### src/hdl/coh_pkg.sv
// coh_pkg: shared types, constants and helpers of the orbit histogram block.
// Holds the multiply op codes, the command and status structs that join the
// controller and the datapath, and the package constants for the defaults.
package coh_pkg;

    localparam int GRID_X_DEF    = 256;
    localparam int GRID_Y_DEF    = 256;
    localparam int FRAC_BITS_DEF = 28;

    localparam int IN_W    = 31;   // Q3.28 input fields
    localparam int IN_FRAC = 28;
    localparam int RD_W    = 8;    // read_x / read_y
    localparam int CNT_W   = 11;   // max_iter, steps_done
    localparam int BIN_W   = 32;

    localparam logic [CNT_W-1:0] MAX_ITER_RST = 11'd1000;
    localparam logic [CNT_W-1:0] LIM_MIN      = 11'd2;
    localparam logic [CNT_W-1:0] LIM_MAX      = 11'd1024;

    // round(2^40 / sqrt 2), used to map the imaginary part onto rows
    localparam int               INV_SH        = 40;
    localparam logic [39:0]      INV_SQRT2_Q40 = 40'd777472127994;

    // one code per multiply in the iteration and binning sequence
    typedef enum logic [3:0] {
        M_ZRWR, M_ZIWI, M_ZRWI, M_ZIWR,
        M_RRTR, M_RITI, M_RRTI, M_RITR,
        M_SQRE, M_SQIM, M_BIN
    } t_mop;

    typedef struct packed {
        logic load;
        logic prep_w;
        logic mul_start;
        logic rnd;
        logic wb;
        logic commit;
        logic set_esc;
        logic bin_addr;
        logic mem_rd;
        logic mem_wr;
        logic rd_req;
        logic clr_wr;
        logic resp_load;
        t_mop mop;
    } t_cmd;

    typedef struct packed {
        logic mul_done;
        logic coarse_esc;
        logic fine_esc;
        logic at_lim;
        logic clear_done;
        logic req_read;
    } t_stat;

    // order of the products within one iteration of the map
    function automatic t_mop mop_next(input t_mop m);
        t_mop r;
        case (m)
            M_ZRWR:  r = M_ZIWI;
            M_ZIWI:  r = M_ZRWI;
            M_ZRWI:  r = M_ZIWR;
            M_ZIWR:  r = M_RRTR;
            M_RRTR:  r = M_RITI;
            M_RITI:  r = M_RRTI;
            M_RRTI:  r = M_RITR;
            M_SQRE:  r = M_SQIM;
            default: r = M_ZRWR;
        endcase
        return r;
    endfunction

endpackage

### src/hdl/coh_ctrl.sv
// coh_ctrl: sequencer of the orbit histogram block.
// Steps the datapath through clear, load, products, escape test, binning and
// response. Uses coh_pkg for the command and status structs.
module coh_ctrl (
    input  logic            i_clk,
    input  logic            i_rst_n,
    input  logic            i_in_valid,
    output logic            o_in_stall,
    output logic            o_out_valid,
    input  logic            i_out_stall,
    output coh_pkg::t_cmd   o_cmd,
    input  coh_pkg::t_stat  i_stat
);
    import coh_pkg::*;

    typedef enum logic [14:0] {
        S_CLEAR = 15'b000000000000001,
        S_IDLE  = 15'b000000000000010,
        S_DISP  = 15'b000000000000100,
        S_PREPW = 15'b000000000001000,
        S_MUL   = 15'b000000000010000,
        S_WAIT  = 15'b000000000100000,
        S_RND   = 15'b000000001000000,
        S_WB    = 15'b000000010000000,
        S_ESC   = 15'b000000100000000,
        S_ESC2  = 15'b000001000000000,
        S_BADR  = 15'b000010000000000,
        S_BRD   = 15'b000100000000000,
        S_BWR   = 15'b001000000000000,
        S_RRD   = 15'b010000000000000,
        S_RESP  = 15'b100000000000000
    } t_state;

    t_state r_state, n_state;
    t_mop   r_mop, n_mop;
    logic   r_out_valid, n_out_valid;

    always_comb begin
        n_state = r_state;
        n_mop   = r_mop;
        o_cmd   = '0;
        o_cmd.mop = r_mop;
        case (r_state)
            S_CLEAR: begin
                o_cmd.clr_wr = 1'b1;
                if (i_stat.clear_done) n_state = S_IDLE;
            end
            S_IDLE: begin
                if (i_in_valid) begin
                    o_cmd.load = 1'b1;
                    n_state    = S_DISP;
                end
            end
            S_DISP: begin
                if (i_stat.req_read) begin
                    n_state = S_RRD;
                end else begin
                    n_mop   = M_BIN;
                    n_state = S_MUL;
                end
            end
            S_PREPW: begin
                o_cmd.prep_w = 1'b1;
                n_mop   = M_ZRWR;
                n_state = S_MUL;
            end
            S_MUL: begin
                o_cmd.mul_start = 1'b1;
                n_state = S_WAIT;
            end
            S_WAIT: begin
                if (i_stat.mul_done) n_state = S_RND;
            end
            S_RND: begin
                o_cmd.rnd = 1'b1;
                n_state   = S_WB;
            end
            S_WB: begin
                o_cmd.wb = 1'b1;
                case (r_mop)
                    M_RITR:  n_state = S_ESC;
                    M_SQIM:  n_state = S_ESC2;
                    M_BIN:   n_state = S_BADR;
                    default: begin
                        n_mop   = mop_next(r_mop);
                        n_state = S_MUL;
                    end
                endcase
            end
            S_ESC: begin
                if (i_stat.coarse_esc) begin
                    o_cmd.set_esc = 1'b1;
                    n_state = S_RESP;
                end else begin
                    n_mop   = M_SQRE;
                    n_state = S_MUL;
                end
            end
            S_ESC2: begin
                if (i_stat.fine_esc) begin
                    o_cmd.set_esc = 1'b1;
                    n_state = S_RESP;
                end else begin
                    o_cmd.commit = 1'b1;
                    n_mop   = M_BIN;
                    n_state = S_MUL;
                end
            end
            S_BADR: begin
                o_cmd.bin_addr = 1'b1;
                n_state = S_BRD;
            end
            S_BRD: begin
                o_cmd.mem_rd = 1'b1;
                n_state = S_BWR;
            end
            S_BWR: begin
                o_cmd.mem_wr = 1'b1;
                n_state = i_stat.at_lim ? S_RESP : S_PREPW;
            end
            S_RRD: begin
                o_cmd.rd_req = 1'b1;
                n_state = S_RESP;
            end
            S_RESP: begin
                if (!r_out_valid || !i_out_stall) begin
                    o_cmd.resp_load = 1'b1;
                    n_state = S_IDLE;
                end
            end
            default: n_state = S_CLEAR;
        endcase
    end

    always_comb begin
        if (o_cmd.resp_load) begin
            n_out_valid = 1'b1;
        end else if (!i_out_stall) begin
            n_out_valid = 1'b0;
        end else begin
            n_out_valid = r_out_valid;
        end
    end

    always_ff @(posedge i_clk) begin
        if (!i_rst_n) begin
            r_state     <= S_CLEAR;
            r_mop       <= M_ZRWR;
            r_out_valid <= 1'b0;
        end else begin
            r_state     <= n_state;
            r_mop       <= n_mop;
            r_out_valid <= n_out_valid;
        end
    end

    assign o_in_stall  = (r_state != S_IDLE);
    assign o_out_valid = r_out_valid;

endmodule

### config.mk
export PLATFORM = sky130hd
export DESIGN_NAME = coh_ctrl
export DESIGN_NICKNAME = d
export VERILOG_FILES = /design/src/hdl/coh_pkg.sv /design/src/hdl/coh_ctrl.sv
export SDC_FILE = /design/constraint.sdc
export NUM_CORES = 1
export LEC_CHECK = 0
export BUFFER_PORTS_ARGS = -buffer_cell sky130_fd_sc_hd__buf_2
export CORE_ASPECT_RATIO = 0.7
export CORE_MARGIN = 3
export CORE_UTILIZATION = 49
export CTS_BUF_LIST = sky130_fd_sc_hd__clkbuf_4 sky130_fd_sc_hd__clkbuf_8 sky130_fd_sc_hd__clkbuf_16
export DETAILED_ROUTE_END_ITERATION = 8
export GPL_ROUTABILITY_DRIVEN = 0
export PLACE_DENSITY = 0.84
export SLEW_MARGIN = 20
export SYNTH_ARGS = -nofsm -noshare
export SYNTH_HDL_FRONTEND = slang
export SYNTH_SLANG_ARGS = --single-unit
export TNS_END_PERCENT = 30
### constraint.sdc
create_clock -name i_clk -period 2.05 [get_ports i_clk]
set_input_delay 0.3075 -clock i_clk [delete_from_list [all_inputs] [get_ports i_clk]]
set_output_delay 0.3075 -clock i_clk [all_outputs]
set_load 0.01 [all_outputs]
==> metrics.cfg <==
[sta]
fin_ws_ns=-0.2629
fin_crit_ns=2.313
fmax_ghz=0.4324
period_share_pct=112.8
hold_viol=0
fin_tns_setup_ns=-2.763
worst_pin_slew_ns=0.4753
clock-skew-final_ns=0.008180
setup_viol=18
finalMaxSlewViolations=0
rsz0062_at_grt=yes
slew-limit-headroom_pct=67.49
hold_ws_ns=0.2473

[yosys]
synthesis.nets=182
ys_seq_area_share_pct=31.50
synth_area_um2=1525
synth.avg_cell_area_um2=9.025
synth_cell_type_count=61
synthTopCellsByCount=24 x dfxtp_1, 11 x nor2_1, 10 x nand2_1
ys_top_cells_by_area=dfxtp_1 32%, nor4_4 4.2%, nor3b_1 3.4%
yosys_most_used_dff=dfxtp_1
synth_edf_count=0
synth_seq_cells=24
yosysWarnings=0
synth_top_area_cell=dfxtp_1
synth_top_area_share_pct=31.50
synthCells=169
synthArstFlopShare_pct=0
synth.most_common_cell=dfxtp_1

[drt]
via_per_inst=6.706
drt_pass1_iterations=5
antenna_left=0
drt_wl_total_mm=6.389
dr_total_vias=1918
drc=0
wl_per_cell_um=22.34
drt_iter0_markers=345

[worst_setup_path]
endpoint_kind=flop
slowest_delay_ns=0.35
slowest_stage=dfxtp_2
crit_family=simple AND/OR/NAND/NOR gates
path_max_fanout=5
critPathLaunchType=flop
path_cells=nor4_4, buf_4, and3_4, a31oi_4, nor3_4, o221ai_2, a21o_1, ha_1, nor2b_1
cp_num_buf_inv=1
crit_arrival_ns=2.49
crit_required_ns=2.22
path_class=flop to flop
r2r_slack_ns=-0.26

[finish]
area_growth_pct=55.05
multi_input_area_um2=1120
antenna_cells=0
drive_gt1_share_pct=55.60
fillers=159
final_nets=264
final-seq-area_um2=496.7
fin_cells=286

[pwr]
vdd_drop_max_mv=0.4688
finalPower_mw=1.011
p_leak_nw=1.053
p_per_area_nw_per_um2=427.5

[clocking]
root_buffer=clkbuf_8
postCtsHoldBufs=0
clock_sinks=24
insertion_delay_ns=0.27
cts_tree=done
h-tree-depth=1
numCtsBuffers=3
cts_buffer_depth=2
path_clk_slew_ns=0.08

[outcome]
status=complete, but fails checks
violations=setup timing

[global_route]
antenna_found_initial=0
grt_pass1_wl_mm=9.356
grt_max_degree=15
grt.overflow.total=0
track_usage_pct=32.61
grt_pass1_vias=1764

[floorplan]
die_h_um=52.68
dieArea_um2=3829
start_util_pct=52.91
core_um2=2883
fp.dieW_um=72.69
num_rows=16
io_pins=29

[placement]
placed_cells=275
portBuffers=28
hpwl_mm=3.739

[run]
max_cap_violations=0

[worst_hold_path]
hold_path.class=input port to flop

-- layout by cell type (no fill, tap or decap), types with 3 or more instances in the layout --
cell type and n:
nand3_1 5, a21oi_1 5, nor3b_1 3, buf_4 49, nor2b_1 6, nor3_2 3
buf_6 11, buf_2 22, inv_1 6, nor2_2 3, nand4_1 4, nor3b_2 4
nand2_1 8, and2_1 3, clkbuf_8 3, nor2_1 8, and3_1 4, nor4_1 3
nor4_4 4, a21oi_2 4, dfxtp_1 15, dfxtp_2 7, o21ai_0 4
-- stage by stage --
stage	util, %	cell area [um^2]	worst slack (ns)
after floorplan	-	1525	-0.1333
after global placement	70.70	2038	-0.1004
after detailed placement	70.70	2038	-0.2523
after CTS	77.99	2248	-0.1230
after global routing	82.03	2365	-0.3333
final	82.03	2365	-0.2629
-- cells by family after synthesis --
kind of cell | share of synthesized area [%]
mux | 0.6563
compound gates | 19.03
simple gates | 40.44
flops | 31.50
fa+ha+maj | 2.461
xor+xnor | 2.297
buf+inv | 3.610
-- power by group --
group	switching (mW)	total (mW)	internal (mW)
combinational	0.0599	0.117	0.0574
clock	0.160	0.421	0.261
sequential	0.00404	0.472	0.468
total	0.224	1.01	0.787
-- final cells by class --
| class | count | area share (%) |
|---|---|---|
| inverters | 8 | 1.270 |
| clock inverters | 1 | 1.270 |
| well taps | 36 | 1.905 |
| multi-input cells | 132 | 47.35 |
| clock buffers | 3 | 1.746 |
| flip-flops and latches | 24 | 21.01 |
| repair buffers | 82 | 25.45 |
-- final timing paths --
kind              cells past startpoint                       to                startpoint
setup reg to reg                      9                     flop  r_state[13]$_SDFFE_PN0P_
hold / removal                        2  r_state[3]$_SDFFE_PN0P_                 i_stat[2]
hold reg to reg                       2  r_state[8]$_SDFFE_PN0P_     r_mop[2]$_SDFFE_PN0N_
setup / recovery                      9                     flop  r_state[13]$_SDFFE_PN0P_
-- routing by layer --
| layer | track usage [%] | routed length, um |
|---|---|---|
| met5 | 0 | 0 |
| met4 | 11.04 | 371 |
| met3 | 9.579 | 792 |
| met2 | 54.79 | 2838 |
| met1 | 39.82 | 2387 |
-- timing repair --
action | in CTS | in global routing
setup buffers | 3 | 4
gates cloned | 0 | 0
pin swaps | 11 | 13
resized for setup | 30 | 24
setup endpoints to repair | 17 | 19
Power figures use the tool's default switching activity.
